**src/hdl/obi_pkg.sv**
```systemverilog
// Shared types and constants for the order book imbalance signal block.
// No dependencies; every other file in hdl/ imports this package.
package obi_pkg;

    localparam int INST_W     = 4;
    localparam int SIZE_W     = 24;
    localparam int WEIGHT_W   = 16;
    localparam int PROD_W     = WEIGHT_W + SIZE_W;
    localparam int ACC_W      = 43;
    localparam int TOT_W      = ACC_W + 1;
    localparam int REM_W      = ACC_W + 2;
    localparam int Q_W        = 16;
    localparam int IMB_W      = 17;
    localparam int CNT_W      = 8;
    localparam int DEC_W      = 2;
    localparam int NL_W       = 4;
    localparam int LVLC_W     = 5;
    localparam int WEIGHT_LEVELS = 8;
    localparam int DIV_STEPS  = Q_W;
    localparam int DIV_CNT_W  = 4;
    localparam int CFG_IDX_W  = 3;
    localparam int CFG_DATA_W = 64;

    localparam logic [CNT_W-1:0] CNT_MAX = '1;

    localparam logic [DEC_W-1:0] DEC_NONE = 2'd0;
    localparam logic [DEC_W-1:0] DEC_BUY  = 2'd1;
    localparam logic [DEC_W-1:0] DEC_SELL = 2'd2;

    localparam logic [CFG_IDX_W-1:0] CFG_LEVEL_COUNT = 3'd0;
    localparam logic [CFG_IDX_W-1:0] CFG_ENTRY_THR   = 3'd1;
    localparam logic [CFG_IDX_W-1:0] CFG_EXIT_THR    = 3'd2;
    localparam logic [CFG_IDX_W-1:0] CFG_PERSIST_LEN = 3'd3;
    localparam logic [CFG_IDX_W-1:0] CFG_WEIGHT_LOW  = 3'd4;
    localparam logic [CFG_IDX_W-1:0] CFG_WEIGHT_HIGH = 3'd5;

    typedef enum logic [2:0] {
        ST_CLEAR,
        ST_RUN,
        ST_PREP,
        ST_DIV,
        ST_DECIDE
    } state_t;

    typedef struct packed {
        logic ready;
        logic accept;
        logic clear;
        logic prep;
        logic div_step;
        logic emit;
    } cmd_t;

    typedef struct packed {
        logic in_valid;
        logic last_level;
        logic clr_last;
        logic out_free;
    } status_t;

endpackage

```
**src/hdl/obi_level_if.sv**
```systemverilog
// Level request channel: one order book level per request.
// Depends on obi_pkg for field widths.
interface obi_level_if;
    import obi_pkg::*;

    logic              valid;
    logic              ready;
    logic [INST_W-1:0] instrument;
    logic [SIZE_W-1:0] bid_size;
    logic [SIZE_W-1:0] ask_size;
    logic              bid_present;
    logic              ask_present;
    logic              book_initializing;
    logic              holding_long;

    modport source (
        output valid, instrument, bid_size, ask_size,
               bid_present, ask_present, book_initializing, holding_long,
        input  ready
    );
    modport sink (
        input  valid, instrument, bid_size, ask_size,
               bid_present, ask_present, book_initializing, holding_long,
        output ready
    );
endinterface

```
**src/hdl/obi_signal_if.sv**
```systemverilog
// Signal request channel: one trading decision per completed snapshot.
// Depends on obi_pkg for field widths.
interface obi_signal_if;
    import obi_pkg::*;

    logic                    valid;
    logic                    ready;
    logic [INST_W-1:0]       signal_instrument;
    logic [DEC_W-1:0]        decision;
    logic signed [IMB_W-1:0] imbalance_value;
    logic [CNT_W-1:0]        run_count;

    modport source (
        output valid, signal_instrument, decision, imbalance_value, run_count,
        input  ready
    );
    modport sink (
        input  valid, signal_instrument, decision, imbalance_value, run_count,
        output ready
    );
endinterface

```
**src/hdl/obi_ctrl.sv**
```systemverilog
// Sequencer for the imbalance block: table clear, level intake, divide, decide.
// Depends on obi_pkg; drives the datapath through cmd_t, watches status_t.
module obi_ctrl (
    input  logic             clk,
    input  logic             rst_n,
    input  obi_pkg::status_t status,
    output obi_pkg::cmd_t    cmd
);
    import obi_pkg::*;

    localparam logic [DIV_CNT_W-1:0] DIV_LAST = DIV_CNT_W'(DIV_STEPS - 1);

    state_t               state_reg, state_next;
    logic [DIV_CNT_W-1:0] div_cnt_reg, div_cnt_next;

    always_ff @(posedge clk or negedge rst_n)
    begin
        if (!rst_n)
        begin
            state_reg   <= ST_CLEAR;
            div_cnt_reg <= '0;
        end
        else
        begin
            state_reg   <= state_next;
            div_cnt_reg <= div_cnt_next;
        end
    end

    always_comb
    begin
        state_next   = state_reg;
        div_cnt_next = div_cnt_reg;
        cmd          = '0;
        unique case (state_reg)
            ST_CLEAR:
            begin
                cmd.clear = 1'b1;
                if (status.clr_last)
                    state_next = ST_RUN;
            end
            ST_RUN:
            begin
                cmd.ready  = 1'b1;
                cmd.accept = status.in_valid;
                if (status.in_valid && status.last_level)
                    state_next = ST_PREP;
            end
            ST_PREP:
            begin
                cmd.prep     = 1'b1;
                div_cnt_next = '0;
                state_next   = ST_DIV;
            end
            ST_DIV:
            begin
                cmd.div_step = 1'b1;
                div_cnt_next = div_cnt_reg + DIV_CNT_W'(1);
                if (div_cnt_reg == DIV_LAST)
                    state_next = ST_DECIDE;
            end
            ST_DECIDE:
            begin
                // hold the decision until the output register frees up
                if (status.out_free)
                begin
                    cmd.emit   = 1'b1;
                    state_next = ST_RUN;
                end
            end
            default:
            begin
                state_next = ST_CLEAR;
            end
        endcase
    end

    a_div_to_decide: assert property (@(posedge clk) disable iff (!rst_n)
        (state_reg == ST_DIV && div_cnt_reg == DIV_LAST) |=> state_reg == ST_DECIDE)
        else $error("divide did not hand over to decide");

    a_prep_to_div: assert property (@(posedge clk) disable iff (!rst_n)
        state_reg == ST_PREP |=> (state_reg == ST_DIV && div_cnt_reg == '0))
        else $error("divide started with stale step count");

    a_mid_level_stays: assert property (@(posedge clk) disable iff (!rst_n)
        (cmd.accept && !status.last_level) |=> state_reg == ST_RUN)
        else $error("left intake before the snapshot's last level");

endmodule

```
**src/hdl/obi_dp.sv**
```systemverilog
// Datapath: config registers, weighted accumulators, restoring divider,
// persistence table memory and output register. Depends on obi_pkg and
// the obi_level_if / obi_signal_if channel interfaces.
module obi_dp #(
    parameter int MAX_LEVELS  = 8,
    parameter int INSTRUMENTS = 16
) (
    input  logic                           clk,
    input  logic                           rst_n,
    input  logic                           cfg_we,
    input  logic [obi_pkg::CFG_IDX_W-1:0]  cfg_index,
    input  logic [obi_pkg::CFG_DATA_W-1:0] cfg_data,
    input  obi_pkg::cmd_t                  cmd,
    output obi_pkg::status_t               status,
    obi_level_if.sink                      book,
    obi_signal_if.source                   sig
);
    import obi_pkg::*;

    localparam int LVL_W     = (MAX_LEVELS > 1) ? $clog2(MAX_LEVELS) : 1;
    localparam int SLOT_W    = (INSTRUMENTS > 1) ? $clog2(INSTRUMENTS) : 1;
    localparam int INST_SPAN = 2 ** INST_W;

    // configuration
    logic [NL_W-1:0]         level_count_reg;
    logic signed [IMB_W-1:0] entry_thr_reg;
    logic signed [IMB_W-1:0] exit_thr_reg;
    logic [CNT_W-1:0]        persist_len_reg;
    logic [CFG_DATA_W-1:0]   weight_low_reg;
    logic [CFG_DATA_W-1:0]   weight_high_reg;

    // snapshot intake
    logic [LVL_W-1:0]  lvl_reg;
    logic [ACC_W-1:0]  bid_acc_reg, ask_acc_reg;
    logic [1:0]        top_reg;
    logic [INST_W-1:0] inst_reg;
    logic [SLOT_W-1:0] slot_reg;
    logic              init_reg, held_reg;

    // divider
    logic [TOT_W-1:0] total_reg;
    logic [REM_W-1:0] rem_reg;
    logic [Q_W-1:0]   q_reg;
    logic             neg_reg, neutral_reg;

    // persistence table
    logic [CNT_W-1:0]  count_mem [INSTRUMENTS];
    logic [CNT_W-1:0]  rd_cnt_reg;
    logic [SLOT_W-1:0] clr_addr_reg;

    // output register
    logic                    out_valid_reg;
    logic [INST_W-1:0]       out_inst_reg;
    logic [DEC_W-1:0]        out_dec_reg;
    logic signed [IMB_W-1:0] out_imb_reg;
    logic [CNT_W-1:0]        out_cnt_reg;

    logic [LVLC_W-1:0]   levels, lvl_ext;
    logic                last_level;
    logic [WEIGHT_W-1:0] weights [WEIGHT_LEVELS];
    logic [WEIGHT_W-1:0] weight;
    logic [PROD_W-1:0]   bid_prod, ask_prod;
    logic [ACC_W-1:0]    bid_base, ask_base;
    logic [SLOT_W-1:0]   slot_lut [INST_SPAN];
    logic [SLOT_W-1:0]   in_slot;
    logic                rem_ge;
    logic [REM_W-1:0]    rem_sub;
    logic signed [IMB_W-1:0] q_signed, imb;
    logic [CNT_W-1:0]    cnt_inc, cnt_new;
    logic [DEC_W-1:0]    dec_new;
    logic                mem_we;
    logic [SLOT_W-1:0]   mem_waddr;
    logic [CNT_W-1:0]    mem_wdata;

    // ---------------- configuration ----------------
    always_ff @(posedge clk or negedge rst_n)
    begin
        if (!rst_n)
        begin
            level_count_reg <= NL_W'(5);
            entry_thr_reg   <= '0;
            exit_thr_reg    <= '0;
            persist_len_reg <= CNT_W'(3);
            weight_low_reg  <= '0;
            weight_high_reg <= '0;
        end
        else if (cfg_we)
        begin
            unique case (cfg_index)
                CFG_LEVEL_COUNT: level_count_reg <= cfg_data[NL_W-1:0];
                CFG_ENTRY_THR:   entry_thr_reg   <= $signed(cfg_data[IMB_W-1:0]);
                CFG_EXIT_THR:    exit_thr_reg    <= $signed(cfg_data[IMB_W-1:0]);
                CFG_PERSIST_LEN: persist_len_reg <= cfg_data[CNT_W-1:0];
                CFG_WEIGHT_LOW:  weight_low_reg  <= cfg_data;
                CFG_WEIGHT_HIGH: weight_high_reg <= cfg_data;
                default:         ;
            endcase
        end
    end

    // ---------------- level intake ----------------
    always_comb
    begin
        if (level_count_reg == '0)
            levels = LVLC_W'(1);
        else if (LVLC_W'(level_count_reg) > LVLC_W'(MAX_LEVELS))
            levels = LVLC_W'(MAX_LEVELS);
        else
            levels = LVLC_W'(level_count_reg);
    end

    assign lvl_ext    = LVLC_W'(lvl_reg);
    assign last_level = (lvl_ext + LVLC_W'(1)) >= levels;

    always_comb
    begin
        for (int k = 0; k < WEIGHT_LEVELS / 2; k++)
        begin
            weights[k]                     = weight_low_reg[k*WEIGHT_W +: WEIGHT_W];
            weights[k + WEIGHT_LEVELS / 2] = weight_high_reg[k*WEIGHT_W +: WEIGHT_W];
        end
    end

    // levels past the packed weights contribute nothing
    assign weight = (lvl_ext < LVLC_W'(WEIGHT_LEVELS)) ? weights[lvl_ext[2:0]] : '0;

    assign bid_prod = PROD_W'(weight) * PROD_W'(book.bid_size);
    assign ask_prod = PROD_W'(weight) * PROD_W'(book.ask_size);
    assign bid_base = (lvl_reg == '0) ? '0 : bid_acc_reg;
    assign ask_base = (lvl_reg == '0) ? '0 : ask_acc_reg;

    always_comb
    begin
        for (int i = 0; i < INST_SPAN; i++)
            slot_lut[i] = SLOT_W'(i % INSTRUMENTS);
    end

    assign in_slot = slot_lut[book.instrument];

    always_ff @(posedge clk or negedge rst_n)
    begin
        if (!rst_n)
        begin
            lvl_reg     <= '0;
            bid_acc_reg <= '0;
            ask_acc_reg <= '0;
            top_reg     <= '0;
        end
        else if (cmd.accept)
        begin
            bid_acc_reg <= bid_base + ACC_W'(bid_prod);
            ask_acc_reg <= ask_base + ACC_W'(ask_prod);
            if (lvl_reg == '0)
                top_reg <= {book.ask_present, book.bid_present};
            if (last_level)
                lvl_reg <= '0;
            else
                lvl_reg <= lvl_reg + LVL_W'(1);
        end
    end

    always_ff @(posedge clk)
    begin
        if (cmd.accept && last_level)
        begin
            inst_reg <= book.instrument;
            slot_reg <= in_slot;
            init_reg <= book.book_initializing;
            held_reg <= book.holding_long;
        end
    end

    // ---------------- divider: one quotient bit per step ----------------
    assign rem_ge  = rem_reg >= REM_W'(total_reg);
    assign rem_sub = rem_ge ? rem_reg - REM_W'(total_reg) : rem_reg;

    always_ff @(posedge clk)
    begin
        if (cmd.prep)
        begin
            total_reg   <= TOT_W'(bid_acc_reg) + TOT_W'(ask_acc_reg);
            neg_reg     <= ask_acc_reg > bid_acc_reg;
            rem_reg     <= (ask_acc_reg > bid_acc_reg) ? REM_W'(ask_acc_reg - bid_acc_reg)
                                                       : REM_W'(bid_acc_reg - ask_acc_reg);
            neutral_reg <= init_reg || (bid_acc_reg == '0 && ask_acc_reg == '0)
                           || (top_reg != 2'b11);
            q_reg       <= '0;
        end
        else if (cmd.div_step)
        begin
            rem_reg <= {rem_sub[REM_W-2:0], 1'b0};
            q_reg   <= {q_reg[Q_W-2:0], rem_ge};
        end
    end

    // ---------------- decision ----------------
    assign q_signed = $signed({1'b0, q_reg});
    assign imb      = neutral_reg ? '0 : (neg_reg ? -q_signed : q_signed);
    assign cnt_inc  = (rd_cnt_reg == CNT_MAX) ? rd_cnt_reg : rd_cnt_reg + CNT_W'(1);

    always_comb
    begin
        dec_new = DEC_NONE;
        cnt_new = '0;
        if (imb > entry_thr_reg)
        begin
            cnt_new = cnt_inc;
            if (cnt_inc >= persist_len_reg)
            begin
                cnt_new = '0;
                if (!held_reg)
                    dec_new = DEC_BUY;
            end
        end
        if (held_reg && imb < exit_thr_reg)
        begin
            dec_new = DEC_SELL;
            cnt_new = '0;
        end
    end

    // ---------------- persistence table ----------------
    assign mem_we    = cmd.clear || cmd.emit;
    assign mem_waddr = cmd.clear ? clr_addr_reg : slot_reg;
    assign mem_wdata = cmd.clear ? '0 : cnt_new;

    always_ff @(posedge clk)
    begin
        if (mem_we)
            count_mem[mem_waddr] <= mem_wdata;
        if (cmd.accept && last_level)
            rd_cnt_reg <= count_mem[in_slot];
    end

    always_ff @(posedge clk or negedge rst_n)
    begin
        if (!rst_n)
            clr_addr_reg <= '0;
        else if (cmd.clear)
            clr_addr_reg <= clr_addr_reg + SLOT_W'(1);
    end

    // ---------------- output register ----------------
    always_ff @(posedge clk or negedge rst_n)
    begin
        if (!rst_n)
            out_valid_reg <= 1'b0;
        else if (cmd.emit)
            out_valid_reg <= 1'b1;
        else if (sig.ready)
            out_valid_reg <= 1'b0;
    end

    always_ff @(posedge clk)
    begin
        if (cmd.emit)
        begin
            out_inst_reg <= inst_reg;
            out_dec_reg  <= dec_new;
            out_imb_reg  <= imb;
            out_cnt_reg  <= cnt_new;
        end
    end

    assign sig.valid             = out_valid_reg;
    assign sig.signal_instrument = out_inst_reg;
    assign sig.decision          = out_dec_reg;
    assign sig.imbalance_value   = out_imb_reg;
    assign sig.run_count         = out_cnt_reg;

    assign book.ready = cmd.ready;

    assign status.in_valid   = book.valid;
    assign status.last_level = last_level;
    assign status.clr_last   = (clr_addr_reg == SLOT_W'(INSTRUMENTS - 1));
    assign status.out_free   = !out_valid_reg || sig.ready;

    a_emit_when_free: assert property (@(posedge clk) disable iff (!rst_n)
        cmd.emit |-> (!out_valid_reg || sig.ready))
        else $error("decision overwrote an untaken result");

    a_quotient_range: assert property (@(posedge clk) disable iff (!rst_n)
        (cmd.emit && !neutral_reg) |-> q_reg <= Q_W'(32768))
        else $error("imbalance magnitude above one");

    a_no_intake_in_clear: assert property (@(posedge clk) disable iff (!rst_n)
        cmd.clear |-> (!book.ready && !sig.valid))
        else $error("traffic during table clear");

endmodule

```
**src/hdl/order_book_imbalance_signal.sv**
```systemverilog
// Weighted order book imbalance signal. After reset the block clears its
// per-instrument persistence table, one entry a cycle, with book.ready low;
// configuration writes are taken throughout. Each level request is absorbed
// by the two weighted multiply-accumulate units. The last level of a snapshot
// also starts the imbalance division, a restoring divider producing one
// quotient bit a cycle. The snapshot then goes through a setup step, sixteen
// divide steps and a decide step that updates the table and loads the output
// register; the decide step waits while that register still holds an untaken
// result. A finished decision waits in that register without blocking
// intake of the next snapshot.
// Depends on obi_pkg, obi_level_if, obi_signal_if, obi_ctrl and obi_dp.
module order_book_imbalance_signal #(
    parameter int MAX_LEVELS  = 8,
    parameter int INSTRUMENTS = 16
) (
    input  logic                           clk,
    input  logic                           rst_n,
    input  logic                           cfg_we,
    input  logic [obi_pkg::CFG_IDX_W-1:0]  cfg_index,
    input  logic [obi_pkg::CFG_DATA_W-1:0] cfg_data,
    obi_level_if.sink                      book,
    obi_signal_if.source                   sig
);
    import obi_pkg::*;

    cmd_t    cmd;
    status_t status;

    obi_ctrl u_ctrl (
        .clk    (clk),
        .rst_n  (rst_n),
        .status (status),
        .cmd    (cmd)
    );

    obi_dp #(
        .MAX_LEVELS  (MAX_LEVELS),
        .INSTRUMENTS (INSTRUMENTS)
    ) u_dp (
        .clk       (clk),
        .rst_n     (rst_n),
        .cfg_we    (cfg_we),
        .cfg_index (cfg_index),
        .cfg_data  (cfg_data),
        .cmd       (cmd),
        .status    (status),
        .book      (book),
        .sig       (sig)
    );

endmodule
```
**src/flat_wrapper.sv**
```systemverilog
// flat-port wrapper written by rule: the top's interface ports become plain ports
module order_book_imbalance_signal_flat import obi_pkg::*;
#(
    parameter int MAX_LEVELS  = 8,
    parameter int INSTRUMENTS = 16
)
  (clk, rst_n, cfg_we, cfg_index, cfg_data, book_valid, book_instrument, book_bid_size, book_ask_size, book_bid_present, book_ask_present, book_book_initializing, book_holding_long, book_ready, sig_valid, sig_signal_instrument, sig_decision, sig_imbalance_value, sig_run_count, sig_ready);
  obi_level_if book_i ();
  obi_signal_if sig_i ();
  input  logic clk;
  input  logic rst_n;
  input  logic cfg_we;
  input  logic [obi_pkg::CFG_IDX_W-1:0] cfg_index;
  input  logic [obi_pkg::CFG_DATA_W-1:0] cfg_data;
  input wire logic [$bits(book_i.valid)-1:0] book_valid;
  input wire logic [$bits(book_i.instrument)-1:0] book_instrument;
  input wire logic [$bits(book_i.bid_size)-1:0] book_bid_size;
  input wire logic [$bits(book_i.ask_size)-1:0] book_ask_size;
  input wire logic [$bits(book_i.bid_present)-1:0] book_bid_present;
  input wire logic [$bits(book_i.ask_present)-1:0] book_ask_present;
  input wire logic [$bits(book_i.book_initializing)-1:0] book_book_initializing;
  input wire logic [$bits(book_i.holding_long)-1:0] book_holding_long;
  output wire logic [$bits(book_i.ready)-1:0] book_ready;
  output wire logic [$bits(sig_i.valid)-1:0] sig_valid;
  output wire logic [$bits(sig_i.signal_instrument)-1:0] sig_signal_instrument;
  output wire logic [$bits(sig_i.decision)-1:0] sig_decision;
  output wire logic [$bits(sig_i.imbalance_value)-1:0] sig_imbalance_value;
  output wire logic [$bits(sig_i.run_count)-1:0] sig_run_count;
  input wire logic [$bits(sig_i.ready)-1:0] sig_ready;
  assign book_i.valid = book_valid;
  assign book_i.instrument = book_instrument;
  assign book_i.bid_size = book_bid_size;
  assign book_i.ask_size = book_ask_size;
  assign book_i.bid_present = book_bid_present;
  assign book_i.ask_present = book_ask_present;
  assign book_i.book_initializing = book_book_initializing;
  assign book_i.holding_long = book_holding_long;
  assign book_ready = book_i.ready;
  assign sig_valid = sig_i.valid;
  assign sig_signal_instrument = sig_i.signal_instrument;
  assign sig_decision = sig_i.decision;
  assign sig_imbalance_value = sig_i.imbalance_value;
  assign sig_run_count = sig_i.run_count;
  assign sig_i.ready = sig_ready;
  order_book_imbalance_signal #(.MAX_LEVELS(MAX_LEVELS), .INSTRUMENTS(INSTRUMENTS)) u_core (.clk(clk), .rst_n(rst_n), .cfg_we(cfg_we), .cfg_index(cfg_index), .cfg_data(cfg_data), .book(book_i), .sig(sig_i));
endmodule
```
**config.mk**
```make
export PLATFORM = sky130hd
export DESIGN_NAME = order_book_imbalance_signal_flat
export DESIGN_NICKNAME = d
export VERILOG_FILES = /design/src/hdl/obi_pkg.sv /design/src/hdl/obi_level_if.sv /design/src/hdl/obi_signal_if.sv /design/src/hdl/obi_ctrl.sv /design/src/hdl/obi_dp.sv /design/src/hdl/order_book_imbalance_signal.sv /design/src/flat_wrapper.sv
export SDC_FILE = /design/constraint.sdc
export NUM_CORES = 2
export LEC_CHECK = 0
export BUFFER_PORTS_ARGS = -buffer_cell sky130_fd_sc_hd__buf_2
export CAP_MARGIN = 10
export CORE_MARGIN = 2
export CORE_UTILIZATION = 45
export CTS_CLUSTER_DIAMETER = 60
export DETAILED_ROUTE_END_ITERATION = 6
export PLACE_DENSITY_LB_ADDON = 0.1
export SYNTH_ARGS = -nofsm -noshare
export SYNTH_HDL_FRONTEND = slang
export SYNTH_SLANG_ARGS = --single-unit
```
**constraint.sdc**
```tcl
create_clock -name clk -period 12.8 [get_ports clk]
set_input_delay 0.64 -clock clk [delete_from_list [all_inputs] [get_ports clk]]
set_output_delay 0.64 -clock clk [all_outputs]
set_load 0.005 [all_outputs]
```
==> reports/qor.csv <==
metric,value,unit
status,"finished, final reports clean",
cts_max_level,3,
worstPathRequired,13310,ps
via_per_inst,5.45,
wl_per_cell,21.0,um
r2r_setup_slack,3940,ps
hold_path.class,input port to flip-flop,
syn-num-nets,7656,
numCtsBuffers,68,
die_y,371,um
grt_first_pass_wirelength,271000,um
fillerInstances,12800,
min_to,u_core.u_dp.held_reg,
avgSynthCellArea,9.52,um2
fmax,113,MHz
critPathTopFamily,adder cells,
syn_inst,6376,
synthTopCellsByArea,"fa_1 23%, edfxtp_1 13%, dfrtp_1 11%",
post-route-util,0.489,
finalClockSkew,43.4,ps
syn_area,0.0607,mm2
fp.dieW,371,um
slew_violations,0,
cpPeakStageDelay,690,ps
synthFlopType,dfrtp_1,
drtAntennaViolNets,0,
cp.arrival,9370,ps
largest_reg_flops,128,
coreArea,0.134,mm2
crit_start,u_core.u_dp.lvl_reg[0],
min_period,8860,ps
relSlewSlack,0.161,
area_growth,7.66,%
startpoint_type,flip-flop,
io_buffers,160,
antenna_found_initial,16,
path_max_fanout,38,
synth.largest_area_cell,fa_1,
setup-tns-final,0,ps
path_buf_inv,7,
drt_iter0_markers,2773,
grt_pass1_vias,46000,
grt_overflow,0,
holdPathStages,1,
grt_max_degree,148,
setup_viol,0,
max_cap_viol_count,0,
worstMarginPinSlew,1260,ps
cts-resized-gates,0,
r2r_start,u_core.u_dp.lvl_reg[0],
pre_cts_slack,3920,ps
holdBufCountCts,1,
post_cts_buffers,0,
r2r-end,u_core.u_dp.ask_acc_reg[42],
hold_start,book_holding_long,
post-dp-hpwl,134000,um
final_hold_viol_count,0,
ys_seq_area_frac,0.250,
firstDrtPassIters,6,
cts_tree,done,
drive_gt1_frac,0.0948,
synthesis.yosys.warnings,0,
start_util,0.454,
rr_worst_depth,28,
clockBufferDepth,3,
end_kind,flip-flop,
io_pins,161,
insertion_delay,660,ps
die_area,0.138,mm2
drc,0,
vias,44700,
yosys.area.top_type_share,0.230,
cts_root_buffer,clkbuf_16,
finalNetCount,7658,
async_flop_share,0.497,
post-route-period-util,0.692,
slowest_stage,o311ai_0,
worst_slack,3940,ps
worstSetupPathType,flip-flop to flip-flop,
ys_ff_latch,557,
regArea,0.0152,mm2
clkTransAtPathRegs,60,ps
gp_congestion,0.900,
synth_edf_count,264,
rsz0062_at_grt,false,
multi_input_area,0.0403,mm2
rows,134,
synthDistinctLibCells,95,
routed_wl,172000,um
grt_util_all_layers,0.254,
cts_sinks,557,
cpMostUsedCell,fa_1,
cells in the final DEF (no fill, tap or decap), types with 72 or more instances in the layout:
cell type and instances:
and2_1 357, fa_1 696, a21o_1 112, inv_1 1095, xnor2_1 130, mux2i_1 75
nand2_1 828, mux2_2 163, dfrtp_1 272, nand3_1 76, o21ai_0 233, a21oi_1 273
buf_2 159, xor2_1 72, edfxtp_1 264, mux4_2 72, nor2_1 244, ha_1 456
cell type report:
cell class	instances	area share
repair buffers	223	0.0199
clock inverters	38	0.00628
multi-input cells	4428	0.617
inverters	1100	0.0632
flip-flops and latches	557	0.232
clock buffers	86	0.0275
diodes	6	0.000230
well taps	1768	0.0338
how the worst max path moves through the flow:
| stage | end | slack (ps) | cells after the start |
|---|---|---|---|
| after CTS | u_core.u_dp.ask_acc_reg[42] | 3890 | 28 |
| after global placement | u_core.u_dp.ask_acc_reg[42] | 4080 | 28 |
| after global routing | u_core.u_dp.ask_acc_reg[42] | 3300 | 28 |
| after detailed placement | u_core.u_dp.ask_acc_reg[42] | 3920 | 28 |
| final | u_core.u_dp.ask_acc_reg[42] | 3940 | 28 |
| after floorplan | u_core.u_dp.bid_acc_reg[42] | 4800 | 29 |
synthesized netlist by cell type, types with 163 or more instances:
| master | n |
|---|---|
| a21oi_1 | 274 |
| and2_1 | 357 |
| clkbuf_1 | 238 |
| dfrtp_1 | 273 |
| edfxtp_1 | 264 |
| fa_1 | 696 |
| ha_1 | 456 |
| inv_1 | 1097 |
| mux2_2 | 163 |
| nand2_1 | 828 |
| nor2_1 | 246 |
| o21ai_0 | 233 |
routing by layer:
metal	routed length, um	GRT usage	up-vias
li1	-	-	20700
met1	78700	0.360	22800
met2	82700	0.422	980
met3	7650	0.0275	198
met4	3250	0.0513	10
met5	47	0	-
stage by stage:
step	hold slack, ps	cell area (um2)	cells
2_1_floorplan	344	60700	6376
3_3_place_gp	467	63100	8071
3_5_place_dp	470	63100	8071
4_1_cts	109	65300	8196
5_1_grt	123	65400	8203
6_report	160	65400	8206
kinds of logic after synthesis:
logic type,after synthesis,share of synthesized area
flip-flops,557,0.250
AO/OA/AOI/OAI,941,0.0977
XOR/XNOR,202,0.0291
adder cells (fa/ha/maj),1152,0.323
multiplexers,311,0.0695
AND/OR/NAND/NOR,1822,0.143
buffers and inverters,1391,0.0874
Power is not shown: default switching activity piles up to over one toggle a cycle in this logic, so the estimate is an artifact.
